`src/design/sadst_pkg.sv`:
```
// sadst_pkg: request and status codes, default sizes and the
// controller/datapath handshake structs for the shared-array dual stack
// no dependencies
package sadst_pkg;

  localparam int DEPTH_DEF      = 16;
  localparam int DATA_WIDTH_DEF = 16;

  // request codes, code 3 is unused and dropped without a result
  localparam logic [1:0] REQ_PUSH = 2'd0;
  localparam logic [1:0] REQ_POP  = 2'd1;
  localparam logic [1:0] REQ_LIST = 2'd2;

  localparam logic SIDE_LEFT  = 1'b0;
  localparam logic SIDE_RIGHT = 1'b1;

  typedef enum logic [1:0] {
    ST_OK        = 2'd0,
    ST_OVERFLOW  = 2'd1,
    ST_UNDERFLOW = 2'd2,
    ST_EMPTY     = 2'd3
  } status_t;

  // controller to datapath
  typedef struct packed {
    logic    latch_req;
    logic    push;
    logic    pop;
    logic    list_start;
    logic    list_next;
    logic    load_out;
    logic    out_from_mem;
    status_t out_status;
    logic    out_last;
  } sadst_cmd_t;

  // datapath to controller
  typedef struct packed {
    logic [1:0] req;
    logic       full;
    logic       empty;
    logic       list_last;
  } sadst_sts_t;

endpackage

```
`src/design/sadst_if.sv`:
```
// sadst_req_if and sadst_rsp_if: valid/ready channels for requests and results
// depends on sadst_pkg for the default data width
interface sadst_req_if #(
  parameter int DATA_WIDTH = sadst_pkg::DATA_WIDTH_DEF
) ();
  logic                         valid;
  logic                         ready;
  logic [1:0]                   req_type;
  logic                         side;
  logic signed [DATA_WIDTH-1:0] value;

  modport source (output valid, req_type, side, value, input ready);
  modport sink   (input valid, req_type, side, value, output ready);
endinterface

interface sadst_rsp_if #(
  parameter int DATA_WIDTH = sadst_pkg::DATA_WIDTH_DEF
) ();
  logic                         valid;
  logic                         ready;
  logic signed [DATA_WIDTH-1:0] data;
  logic [1:0]                   status;
  logic                         last;

  modport source (output valid, data, status, last, input ready);
  modport sink   (input valid, data, status, last, output ready);
endinterface

```
`src/design/sadst_ctrl.sv`:
```
// sadst_ctrl: sequencing state machine for one request at a time
// depends on sadst_pkg
module sadst_ctrl (
  input  logic                  clk,
  input  logic                  rst_n,
  input  logic                  in_valid,
  output logic                  in_ready,
  output logic                  out_valid,
  input  logic                  out_ready,
  input  sadst_pkg::sadst_sts_t sts,
  output sadst_pkg::sadst_cmd_t cmd
);
  import sadst_pkg::*;

  typedef enum logic [1:0] {
    S_IDLE,
    S_RUN,
    S_READ
  } state_t;

  state_t state_r, state_nxt;
  logic   out_valid_r, out_valid_nxt;
  logic   out_free;

  assign out_free  = !out_valid_r || out_ready;
  assign out_valid = out_valid_r;
  assign in_ready  = (state_r == S_IDLE);

  always_comb begin
    cmd           = '0;
    cmd.out_status = ST_OK;
    state_nxt     = state_r;
    out_valid_nxt = out_valid_r && !out_ready;
    case (state_r)
      S_IDLE: begin
        if (in_valid) begin
          cmd.latch_req = 1'b1;
          state_nxt     = S_RUN;
        end
      end
      S_RUN: begin
        case (sts.req)
          REQ_PUSH: begin
            if (out_free) begin
              cmd.load_out   = 1'b1;
              cmd.out_last   = 1'b1;
              cmd.push       = !sts.full;
              cmd.out_status = sts.full ? ST_OVERFLOW : ST_OK;
              out_valid_nxt  = 1'b1;
              state_nxt      = S_IDLE;
            end
          end
          REQ_POP, REQ_LIST: begin
            if (sts.empty) begin
              if (out_free) begin
                cmd.load_out   = 1'b1;
                cmd.out_last   = 1'b1;
                cmd.out_status = (sts.req == REQ_POP) ? ST_UNDERFLOW : ST_EMPTY;
                out_valid_nxt  = 1'b1;
                state_nxt      = S_IDLE;
              end
            end else begin
              cmd.pop        = (sts.req == REQ_POP);
              cmd.list_start = (sts.req == REQ_LIST);
              state_nxt      = S_READ;
            end
          end
          default: begin
            state_nxt = S_IDLE;
          end
        endcase
      end
      S_READ: begin
        // read data is held until the output slot frees up
        if (out_free) begin
          cmd.load_out     = 1'b1;
          cmd.out_from_mem = 1'b1;
          cmd.out_status   = ST_OK;
          cmd.out_last     = (sts.req == REQ_POP) || sts.list_last;
          out_valid_nxt    = 1'b1;
          if (cmd.out_last) begin
            state_nxt = S_IDLE;
          end else begin
            cmd.list_next = 1'b1;
          end
        end
      end
      default: begin
        state_nxt = S_IDLE;
      end
    endcase
  end

  always_ff @(posedge clk) begin
    if (!rst_n) begin
      state_r     <= S_IDLE;
      out_valid_r <= 1'b0;
    end else begin
      state_r     <= state_nxt;
      out_valid_r <= out_valid_nxt;
    end
  end

endmodule

```
`src/design/sadst_dp.sv`:
```
// sadst_dp: shared stack memory, stack counts, list index and result register
// depends on sadst_pkg
module sadst_dp #(
  parameter int DEPTH      = sadst_pkg::DEPTH_DEF,
  parameter int DATA_WIDTH = sadst_pkg::DATA_WIDTH_DEF
) (
  input  logic                         clk,
  input  logic                         rst_n,
  input  logic [1:0]                   in_req_type,
  input  logic                         in_side,
  input  logic signed [DATA_WIDTH-1:0] in_value,
  output logic signed [DATA_WIDTH-1:0] out_data,
  output logic [1:0]                   out_status,
  output logic                         out_last,
  input  sadst_pkg::sadst_cmd_t        cmd,
  output sadst_pkg::sadst_sts_t        sts
);
  import sadst_pkg::*;

  localparam int AW = (DEPTH > 1) ? $clog2(DEPTH) : 1;
  localparam int CW = $clog2(DEPTH + 1);
  localparam logic [CW-1:0] DEPTH_C = CW'(DEPTH);
  localparam logic [AW-1:0] TOP_ADDR = AW'(DEPTH - 1);

  logic [DATA_WIDTH-1:0] mem [DEPTH];

  logic [1:0]            req_r;
  logic                  side_r;
  logic [DATA_WIDTH-1:0] value_r;
  logic [CW-1:0]         left_cnt_r, left_cnt_nxt;
  logic [CW-1:0]         right_cnt_r, right_cnt_nxt;
  logic [AW-1:0]         idx_r;
  logic [DATA_WIDTH-1:0] rdata_r;
  logic [DATA_WIDTH-1:0] out_data_r;
  logic [1:0]            out_status_r;
  logic                  out_last_r;

  logic [CW-1:0]   cnt_sel;
  logic [CW:0]     cnt_sum;
  logic [AW-1:0]   wr_addr;
  logic [AW-1:0]   rd_addr;
  logic [AW-1:0]   list_idx;
  logic            rd_en;

  assign cnt_sel = (side_r == SIDE_RIGHT) ? right_cnt_r : left_cnt_r;
  assign cnt_sum = {1'b0, left_cnt_r} + {1'b0, right_cnt_r};

  assign sts.req       = req_r;
  assign sts.full      = (cnt_sum >= {1'b0, DEPTH_C});
  assign sts.empty     = (cnt_sel == '0);
  assign sts.list_last = ((CW'(idx_r) + CW'(1)) == cnt_sel);

  assign wr_addr = (side_r == SIDE_RIGHT) ? (TOP_ADDR - AW'(right_cnt_r)) : AW'(left_cnt_r);

  // list walks bottom to top, pop reads the entry just released
  assign list_idx = cmd.list_start ? '0 : (idx_r + AW'(1));
  assign rd_en    = cmd.pop || cmd.list_start || cmd.list_next;

  always_comb begin
    if (cmd.pop) begin
      rd_addr = (side_r == SIDE_RIGHT) ? AW'(DEPTH_C - right_cnt_r)
                                       : AW'(left_cnt_r - CW'(1));
    end else begin
      rd_addr = (side_r == SIDE_RIGHT) ? (TOP_ADDR - list_idx) : list_idx;
    end
  end

  always_comb begin
    left_cnt_nxt  = left_cnt_r;
    right_cnt_nxt = right_cnt_r;
    if (cmd.push) begin
      if (side_r == SIDE_RIGHT) begin
        right_cnt_nxt = right_cnt_r + CW'(1);
      end else begin
        left_cnt_nxt = left_cnt_r + CW'(1);
      end
    end else if (cmd.pop) begin
      if (side_r == SIDE_RIGHT) begin
        right_cnt_nxt = right_cnt_r - CW'(1);
      end else begin
        left_cnt_nxt = left_cnt_r - CW'(1);
      end
    end
  end

  always_ff @(posedge clk) begin
    if (!rst_n) begin
      left_cnt_r  <= '0;
      right_cnt_r <= '0;
    end else begin
      left_cnt_r  <= left_cnt_nxt;
      right_cnt_r <= right_cnt_nxt;
    end
  end

  always_ff @(posedge clk) begin
    if (cmd.latch_req) begin
      req_r   <= in_req_type;
      side_r  <= in_side;
      value_r <= in_value;
    end
    if (cmd.list_start || cmd.list_next) begin
      idx_r <= list_idx;
    end
    if (cmd.load_out) begin
      out_data_r   <= cmd.out_from_mem ? rdata_r : '0;
      out_status_r <= cmd.out_status;
      out_last_r   <= cmd.out_last;
    end
  end

  // single write port, registered read port
  always_ff @(posedge clk) begin
    if (cmd.push) begin
      mem[wr_addr] <= value_r;
    end
    if (rd_en) begin
      rdata_r <= mem[rd_addr];
    end
  end

  assign out_data   = out_data_r;
  assign out_status = out_status_r;
  assign out_last   = out_last_r;

endmodule

```
`src/design/shared_array_dual_stack_top.sv`:
```
// shared_array_dual_stack_top: two stacks sharing one memory, top level
// depends on sadst_pkg, sadst_if, sadst_ctrl and sadst_dp
//
// Two stacks live in one memory of DEPTH words: the left stack grows up from
// entry 0, the right stack grows down from entry DEPTH-1. Each request names
// push, pop or list and a side. Push and pop each give one result with last
// set; a push that finds both stacks together holding DEPTH words reports
// overflow, a pop of an empty side reports underflow, and neither changes
// anything. A list gives the side's words bottom to top with last on the top
// word, or a single list-empty result. Unused request codes give no result.
// One request is worked at a time. A pop makes one read of the memory; a
// list reads its words through the single registered read port of the
// memory, one word per cycle while the result side takes them. A finished
// result sits in an output register, so the next request is taken while it
// waits. Stalls on the result side hold the sequence without loss. No
// clearing pass is needed after reset: only entries below a stack's count
// are ever read.
module shared_array_dual_stack_top #(
  parameter int DEPTH      = sadst_pkg::DEPTH_DEF,
  parameter int DATA_WIDTH = sadst_pkg::DATA_WIDTH_DEF
) (
  input  logic        clk,
  input  logic        rst_n,
  sadst_req_if.sink   in_ch,
  sadst_rsp_if.source out_ch
);
  import sadst_pkg::*;

  // command and status between sequencer and datapath
  sadst_cmd_t cmd;
  sadst_sts_t sts;

  sadst_ctrl u_ctrl (
    .clk       (clk),
    .rst_n     (rst_n),
    .in_valid  (in_ch.valid),
    .in_ready  (in_ch.ready),
    .out_valid (out_ch.valid),
    .out_ready (out_ch.ready),
    .sts       (sts),
    .cmd       (cmd)
  );

  // memory, counts and the result register
  sadst_dp #(
    .DEPTH      (DEPTH),
    .DATA_WIDTH (DATA_WIDTH)
  ) u_dp (
    .clk         (clk),
    .rst_n       (rst_n),
    .in_req_type (in_ch.req_type),
    .in_side     (in_ch.side),
    .in_value    (in_ch.value),
    .out_data    (out_ch.data),
    .out_status  (out_ch.status),
    .out_last    (out_ch.last),
    .cmd         (cmd),
    .sts         (sts)
  );

endmodule
```
`src/flat_wrapper.sv`:
```
// flat-port wrapper written by rule: the top's interface ports become plain ports
module shared_array_dual_stack_top_flat import sadst_pkg::*;
#(
  parameter int DEPTH      = sadst_pkg::DEPTH_DEF,
  parameter int DATA_WIDTH = sadst_pkg::DATA_WIDTH_DEF
)
  (clk, rst_n, in_ch_valid, in_ch_req_type, in_ch_side, in_ch_value, in_ch_ready, out_ch_valid, out_ch_data, out_ch_status, out_ch_last, out_ch_ready);
  sadst_req_if #(.DATA_WIDTH(DATA_WIDTH)) in_ch_i ();
  sadst_rsp_if #(.DATA_WIDTH(DATA_WIDTH)) out_ch_i ();
  input  logic clk;
  input  logic rst_n;
  input wire logic [$bits(in_ch_i.valid)-1:0] in_ch_valid;
  input wire logic [$bits(in_ch_i.req_type)-1:0] in_ch_req_type;
  input wire logic [$bits(in_ch_i.side)-1:0] in_ch_side;
  input wire logic [$bits(in_ch_i.value)-1:0] in_ch_value;
  output wire logic [$bits(in_ch_i.ready)-1:0] in_ch_ready;
  output wire logic [$bits(out_ch_i.valid)-1:0] out_ch_valid;
  output wire logic [$bits(out_ch_i.data)-1:0] out_ch_data;
  output wire logic [$bits(out_ch_i.status)-1:0] out_ch_status;
  output wire logic [$bits(out_ch_i.last)-1:0] out_ch_last;
  input wire logic [$bits(out_ch_i.ready)-1:0] out_ch_ready;
  assign in_ch_i.valid = in_ch_valid;
  assign in_ch_i.req_type = in_ch_req_type;
  assign in_ch_i.side = in_ch_side;
  assign in_ch_i.value = in_ch_value;
  assign in_ch_ready = in_ch_i.ready;
  assign out_ch_valid = out_ch_i.valid;
  assign out_ch_data = out_ch_i.data;
  assign out_ch_status = out_ch_i.status;
  assign out_ch_last = out_ch_i.last;
  assign out_ch_i.ready = out_ch_ready;
  shared_array_dual_stack_top #(.DEPTH(DEPTH), .DATA_WIDTH(DATA_WIDTH)) u_core (.clk(clk), .rst_n(rst_n), .in_ch(in_ch_i), .out_ch(out_ch_i));
endmodule
```
`config.mk`:
```
export PLATFORM = sky130hd
export DESIGN_NAME = shared_array_dual_stack_top_flat
export DESIGN_NICKNAME = d
export VERILOG_FILES = /design/src/design/sadst_pkg.sv /design/src/design/sadst_if.sv /design/src/design/sadst_ctrl.sv /design/src/design/sadst_dp.sv /design/src/design/shared_array_dual_stack_top.sv /design/src/flat_wrapper.sv
export SDC_FILE = /design/constraint.sdc
export NUM_CORES = 1
export LEC_CHECK = 0
export BUFFER_PORTS_ARGS = -buffer_cell sky130_fd_sc_hd__buf_2
export CAP_MARGIN = 20
export CORE_UTILIZATION = 30
export DETAILED_ROUTE_END_ITERATION = 10
export SYNTH_ARGS = -nofsm -noshare
export SYNTH_HDL_FRONTEND = slang
export SYNTH_SLANG_ARGS = --single-unit
```
`constraint.sdc`:
```
create_clock -name clk -period 5.5 [get_ports clk]
set_input_delay 1.65 -clock clk [delete_from_list [all_inputs] [get_ports clk]]
set_output_delay 1.65 -clock clk [all_outputs]
set_load 0.05 [all_outputs]
```
==> results.py, run 1 <==
metrics = {
    "status": {
        "outcome": "finished clean",
    },
    "cts": {
        "cts_sinks": 327,
        "htreeDepth": 2,
        "cts_resized": 0,
        "hold_buffers": 0,
        "postCtsSetupRepairBufs": 0,
        "cts_tree": "done",
        "cts-buffers-inserted": 36,
        "clkTransAtPathRegs_ns": 0.06,
        "cts_root_buf": "clkbuf_16",
        "cts_buffer_depth": 3,
        "worstSkewPairLatency_ns": 0.53,
    },
    "timing": {
        "fin_skew_ns": 0.0164,
        "setup_violations": 0,
        "fmax_mhz": 256,
        "worstMarginPinSlew_ns": 1.06,
        "worst_slack_ns": 1.60,
        "max-slew-margin-rel_pct": 27.7,
        "hold_viol": 0,
        "slew_violations": 0,
        "finalCriticalPeriod_ns": 3.90,
        "finalSetupTns_ns": 0,
        "fin_crit_sh_pct": 71.0,
        "rsz0062_at_grt": "no",
    },
    "pwr": {
        "internal_power_w": 0.00419,
        "peakVddDrop_mv": 0.212,
        "p_leak_nw": 5.68,
        "seq_power_share_pct": 51.8,
        "power_w": 0.00549,
        "pwr-share-clk_pct": 39.8,
        "p_per_area_nw_per_um2": 344,
        "p_switching_w": 0.00130,
        "power_frac_comb_pct": 8.4,
        "p_sw_share_pct": 23.7,
    },
    "yosys": {
        "async_flop_share_pct": 0,
        "synth_enable_flop_cells": 314,
        "synth_top_area_share_pct": 67.8,
        "yosys.area.top_type": "edfxtp_1",
        "syn_area_um2": 13900,
        "avgSynthCellArea_um2": 16.1,
        "synth.distinct_cells": 58,
        "seq_area_frac_synth_pct": 69.6,
        "syn-num-nets": 904,
        "yosys_warnings": 0,
        "synth_flop_cell": "edfxtp_1",
        "synthCells": 862,
        "ys_ff_latch": 327,
        "ys_top_cells_by_area": "edfxtp_1, mux2i_1, mux2_2, dfxtp_1, ha_1",
    },
    "die": {
        "core_area_um2": 45600,
        "rows": 78,
        "die_h_um": 217,
        "start_util_pct": 30.5,
        "pin_count": 44,
        "die_w_um": 217,
        "dieArea_um2": 47300,
    },
    "grt": {
        "antenna_found_initial": 0,
        "overflow": 0,
        "grt_pass1_vias": 7329,
        "grt_max_degree": 38,
        "grt.total_usage_pct": 11.9,
        "grt_pass1_wl_mm": 43.1,
    },
    "hold_path": {
        "hold_start": "u_core.u_ctrl.state_r[1]",
        "hold_path_class": "reg2reg",
        "whs_path_depth": 2,
        "min_to": "u_core.u_ctrl.state_r[1]",
    },
    "routing": {
        "routedWlPerCell_um": 17.5,
        "vias": 7197,
        "dr_wl_met2_mm": 12.3,
        "drtAntennaViolNets": 0,
        "wl_met1_mm": 13.4,
        "drc": 0,
        "routed_wl_mm": 27.4,
        "viasPerCell": 4.61,
        "dr_wl_met3_mm": 1.12,
        "drt-initial-drc-count": 475,
        "top_layer_used": "met4",
        "dr.pass1.iters": 4,
    },
    "place": {
        "place.gp.congestion": 0.778,
        "dp_hpwl_mm": 18.0,
        "post-place-ws_ns": 1.06,
        "portBuffers": 43,
    },
    "job": {
        "drv_cap": 0,
    },
    "final_layout": {
        "syn2layout_area_growth_pct": 14.6,
        "drive_gt1_share_pct": 19.0,
        "fin_nets": 976,
        "n_antenna_cell": 0,
        "fillers": 4340,
    },
    "setup_path": {
        "critPathMaxFanout": 37,
        "path_class": "reg2reg",
        "start_kind": "register",
        "r2r-start": "u_core.u_dp.side_r",
        "r2r_end": "u_core.u_dp.rdata_r[0]",
        "end_kind": "register",
        "worstPathArrival_ns": 4.15,
        "r2r_slack_ns": 1.60,
        "reg2regPathDepth": 10,
        "cp_data_required_time_ns": 5.74,
    },
}
-- cell families after synthesis --
group	synth area share (%)
XOR/XNOR	1.07
multiplexers	13.4
buffers and inverters	2.49
flip-flops	69.6
adder cells (fa/ha/maj)	1.76
AND/OR/NAND/NOR	6.09
AO/OA/AOI/OAI	5.59
-- per-stage QoR --
stage | hold WS [ns] | cells | cell area, um^2 | util [%]
floorplan | 0.464 | 862 | 13900 | -
global placement | 0.483 | 1496 | 14900 | 32.6
detailed placement | 0.493 | 1496 | 14900 | 32.6
CTS | 0.501 | 1561 | 15900 | 35.0
global route | 0.532 | 1561 | 15900 | 35.0
finish | 0.492 | 1561 | 15900 | 35.0
-- power by group through the flow --
stage	sequential (W)	combinational (W)	clock [W]
detailed placement	0.00290	0.000467	0
finish	0.00285	0.000461	0.00218
global placement	0.00290	0.000463	0
global route	0.00285	0.000507	0.00235
floorplan	0.00287	0.000361	0
CTS	0.00285	0.000468	0.00225
-- layer usage --
metal  GRT usage (%)  vias up
met5               0        -
met1            16.7     3543
met2            18.5      123
li1                -     3489
met3            2.14       42
met4            3.73        0
-- layout make-up --
type                    instances  area, um^2  area share, %
clock buffers                  43         927           5.82
well taps                     600         751           4.71
inverters                      16        60.1          0.377
clock inverters                22         138          0.863
flip-flops and latches        327        9690           60.8
repair buffers                 77         483           3.03
multi-input cells             476        3890           24.4
-- cell usage in the layout (no fill, tap or decap), drive strengths merged, types with 18 or more instances in the layout --
master	instances
and3	22
nand3	24
nor2	29
o21ai	19
mux2	37
edfxtp	314
clkinv	18
buf	77
o211ai	33
nand2	45
mux2i	140
inv	18
clkbuf	43
ha	18
-- critical path, stage by stage, from the launching register on --
cell and delay (ns):
edfxtp_1 0.43, buf_4 0.45, nor4_4 0.08, o22a_4 0.31, nor2_4 0.31, a2bb2oi_1 0.16, mux2i_4 0.81, buf_4 0.38
mux2i_1 0.13, a22oi_1 0.42, nand3_1 0.13
-- registers in the layout (all words and copies together) (netlist names) --
register / count
u_core.u_dp.side_r: 1
u_core.u_dp.idx_r: 4
u_core.u_ctrl.out_valid: 1
u_core.u_dp.out_last: 1
u_core.u_dp.out_data: 16
u_core.u_dp.req_r: 2
u_core.u_dp.rdata_r: 16
u_core.u_dp.mem: 256
u_core.u_dp.value_r: 16
u_core.u_dp.left_cnt_r: 5
u_core.u_dp.out_status: 2
u_core.u_ctrl.state_r: 2
u_core.u_dp.right_cnt_r: 5
-- how the worst max path moves through the flow --
stage,to,slack (ns),cells past startpoint,from
floorplan,u_core.u_dp.right_cnt_r[4],1.61,11,out_ch_ready
global placement,u_core.u_dp.right_cnt_r[4],1.10,13,out_ch_ready
detailed placement,u_core.u_dp.right_cnt_r[4],1.06,13,out_ch_ready
CTS,u_core.u_dp.right_cnt_r[4],1.61,13,out_ch_ready
global route,u_core.u_dp.rdata_r[11],1.32,10,u_core.u_dp.left_cnt_r[0]
finish,u_core.u_dp.rdata_r[0],1.60,10,u_core.u_dp.side_r
-- Yosys cell counts (2+ instances only) --
master    number
nor2b_1        3
o211a_1        2
inv_1         15
a31o_2         2
buf_2         10
o211ai_2       6
and2_1         8
nand2_1       44
ha_1          18
buf_4         15
nand3_1       24
and3_1        22
mux2_2        28
a41oi_1        2
nor3b_1        3
o211ai_1      27
buf_6          6
o31ai_1        2
xor2_1        11
a21oi_1       11
mux2i_1      137
o21ai_0       18
nor3_1         8
o22ai_1        3
a22oi_1       16
nor2_1        24
a31oi_1        5
nand2b_1       4
nand4_1        2
mux2i_4        2
nor2_4         3
xnor2_1        6
or3_1          2
edfxtp_1     314
dfxtp_1       13
mux2_1         5
mux2_4         4
clkbuf_1      11
a21o_1         3
a21boi_0       4
nor2_8         2
Power figures use the tool's default switching activity.
==> inputs of run 2 (changes only) <==
==> constraint.sdc (replaced) <==
create_clock -name clk -period 3.8 [get_ports clk]
set_input_delay 1.14 -clock clk [delete_from_list [all_inputs] [get_ports clk]]
set_output_delay 1.14 -clock clk [all_outputs]
set_load 0.05 [all_outputs]
==> run 2 against run 1 <==
Net effect:
- utilization up 0.39 points
- maximum frequency is 10% higher
- setup slack worse by 1.3 ns
- power up 50%
- global-route usage up 0.41 points
- clock skew fell by 0.0029 ns
- critical path type unchanged
- die area unchanged
- first-iteration DRC count down 13%
- combinational power grew 47%
==> results.py, run 2 (same netlist as run 1, synthesis figures left out) <==
metrics = {
    "timing": {
        "fmax_mhz": 282,
        "max-slew-margin-rel_pct": 43.4,
        "fin_skew_ns": 0.0134,
        "worstMarginPinSlew_ns": 0.849,
        "setup_violations": 0,
        "finalSetupTns_ns": 0,
        "finalCriticalPeriod_ns": 3.54,
        "fin_crit_sh_pct": 93.2,
        "rsz0062_at_grt": "no",
        "slew_violations": 0,
        "worst_slack_ns": 0.260,
        "hold_viol": 0,
    },
    "grt": {
        "grt.total_usage_pct": 12.3,
        "grt_max_degree": 55,
        "grt_pass1_wl_mm": 44.1,
        "antenna_found_initial": 0,
        "grt_pass1_vias": 7208,
        "overflow": 0,
    },
    "cts": {
        "worstSkewPairLatency_ns": 0.51,
        "cts_resized": 0,
        "clkTransAtPathRegs_ns": 0.06,
        "cts_tree": "done",
        "cts_buffer_depth": 3,
        "postCtsSetupRepairBufs": 0,
        "cts_root_buf": "clkbuf_16",
        "htreeDepth": 2,
        "hold_buffers": 0,
        "cts_sinks": 327,
        "cts-buffers-inserted": 35,
    },
    "routing": {
        "routed_wl_mm": 28.4,
        "drt-initial-drc-count": 415,
        "vias": 7230,
        "drc": 0,
        "routedWlPerCell_um": 18.1,
        "dr.pass1.iters": 5,
        "drtAntennaViolNets": 0,
        "viasPerCell": 4.62,
    },
    "setup_path": {
        "cp_data_required_time_ns": 4.02,
        "worstPathArrival_ns": 3.76,
        "end_kind": "register",
        "r2r_slack_ns": 0.26,
        "r2r_end": "u_core.u_dp.rdata_r[7]",
        "critPathMaxFanout": 54,
        "critPathMaxStageDelay_ns": 0.65,
        "cp_common_cell": "mux2i_1",
        "worstPathCellList": "inv_1 -> ha_1 -> and3_1 -> mux2_2 -> a21oi_1 -> o22ai_4 -> buf_12 -> mux2i_1 -> mux2i_1 -> a22oi_1 -> nand3_1",
        "reg2regPathDepth": 11,
        "r2r-start": "u_core.u_dp.req_r[0]",
        "critPathSlowestCell": "o22ai_4",
        "start_kind": "register",
        "path_class": "reg2reg",
    },
    "pwr": {
        "internal_power_w": 0.00643,
        "p_per_area_nw_per_um2": 513,
        "peakVddDrop_mv": 0.243,
        "p_switching_w": 0.00183,
        "seq_power_share_pct": 49.7,
        "p_leak_nw": 5.76,
        "pwr-share-clk_pct": 42.1,
        "power_frac_comb_pct": 8.2,
        "p_sw_share_pct": 22.2,
    },
    "place": {
        "dp_hpwl_mm": 17.7,
        "post-place-ws_ns": 0.267,
        "portBuffers": 43,
        "place.gp.congestion": 0.764,
        "place.detailed.instances": 1501,
    },
    "final_layout": {
        "multi_input_area_um2": 3890,
        "utilization_pct": 35.4,
        "fillers": 4297,
        "drive_gt1_share_pct": 19.8,
        "largest-register": "u_core.u_dp.mem",
        "seqCellArea_um2": 9690,
        "instances_no_fill": 1564,
        "final_cell_mix": "edfxtp_1, mux2i_1, nand2_1",
        "final_common_cell": "edfxtp_1",
        "syn2layout_area_growth_pct": 15.8,
        "largest_register_ffs": 256,
        "fin_nets": 980,
    },
    "die": {
        "die_h_um": 217,
        "core_area_um2": 45600,
        "die_w_um": 217,
        "rows": 78,
        "pin_count": 44,
        "dieArea_um2": 47300,
        "start_util_pct": 30.5,
    },
    "hold_path": {
        "hold_path_class": "reg2reg",
        "min_to": "u_core.u_ctrl.state_r[1]",
        "whs_path_depth": 2,
        "hold_start": "u_core.u_ctrl.state_r[1]",
    },
    "status": {
        "outcome": "finished clean",
    },
    "job": {
        "drv_cap": 0,
    },
}
[run 2: power groups by stage]
stage | Sequential [W] | Clock, W | Combinational (W)
after floorplan | 0.00415 | 0 | 0.000522
after global placement | 0.00418 | 0 | 0.000678
after detailed placement | 0.00418 | 0 | 0.000684
after CTS | 0.00411 | 0.00358 | 0.000687
after global routing | 0.00412 | 0.00371 | 0.000745
final | 0.00411 | 0.00348 | 0.000676
[run 2: cell type report]
type | count | area share, %
Timing Repair Buffer | 82 | 3.38
Antenna cell | 2 | 0.0310
Inverter | 16 | 0.373
Sequential cell | 327 | 60.1
Tap cell | 600 | 4.66
Clock buffer | 44 | 5.91
Multi-Input combinational cell | 476 | 24.2
Clock inverter | 17 | 1.39
[run 2: layer usage]
layer	wire length [um]	GRT usage, %	vias up
met5	0	0	-
met4	546	3.54	0
met3	1160	2.00	38
met2	12700	19.0	136
met1	13900	17.6	3566
li1	-	-	3490
[run 2: worst max-delay path by stage]
stage / start / to / cells past startpoint
floorplan: out_ch_ready / u_core.u_dp.right_cnt_r[4] / 11
global placement: u_core.u_dp.req_r[0] / u_core.u_dp.rdata_r[7] / 11
detailed placement: out_ch_ready / u_core.u_dp.right_cnt_r[4] / 12
CTS: u_core.u_dp.req_r[0] / u_core.u_dp.rdata_r[7] / 11
global route: u_core.u_dp.req_r[1] / u_core.u_dp.rdata_r[7] / 11
finish: u_core.u_dp.req_r[0] / u_core.u_dp.rdata_r[7] / 11
[run 2: critical path, delay by kind of cell, from the launching register on]
family	cells	cell delay, ns
mux	3	0.50
fa+ha+maj	1	0.36
compound gates	3	1.06
simple gates	2	0.41
buf+inv	2	0.50
flops	1	0.38
[run 2: through the flow]
stage                     hold slack [ns]  total power [W]  area [um^2]
final                               0.498          0.00826        16100
after global routing                0.533          0.00857        16100
after CTS                           0.502          0.00837        16100
after detailed placement            0.494          0.00487        14900
after global placement              0.487          0.00486        14900
after floorplan                     0.464          0.00467        13900
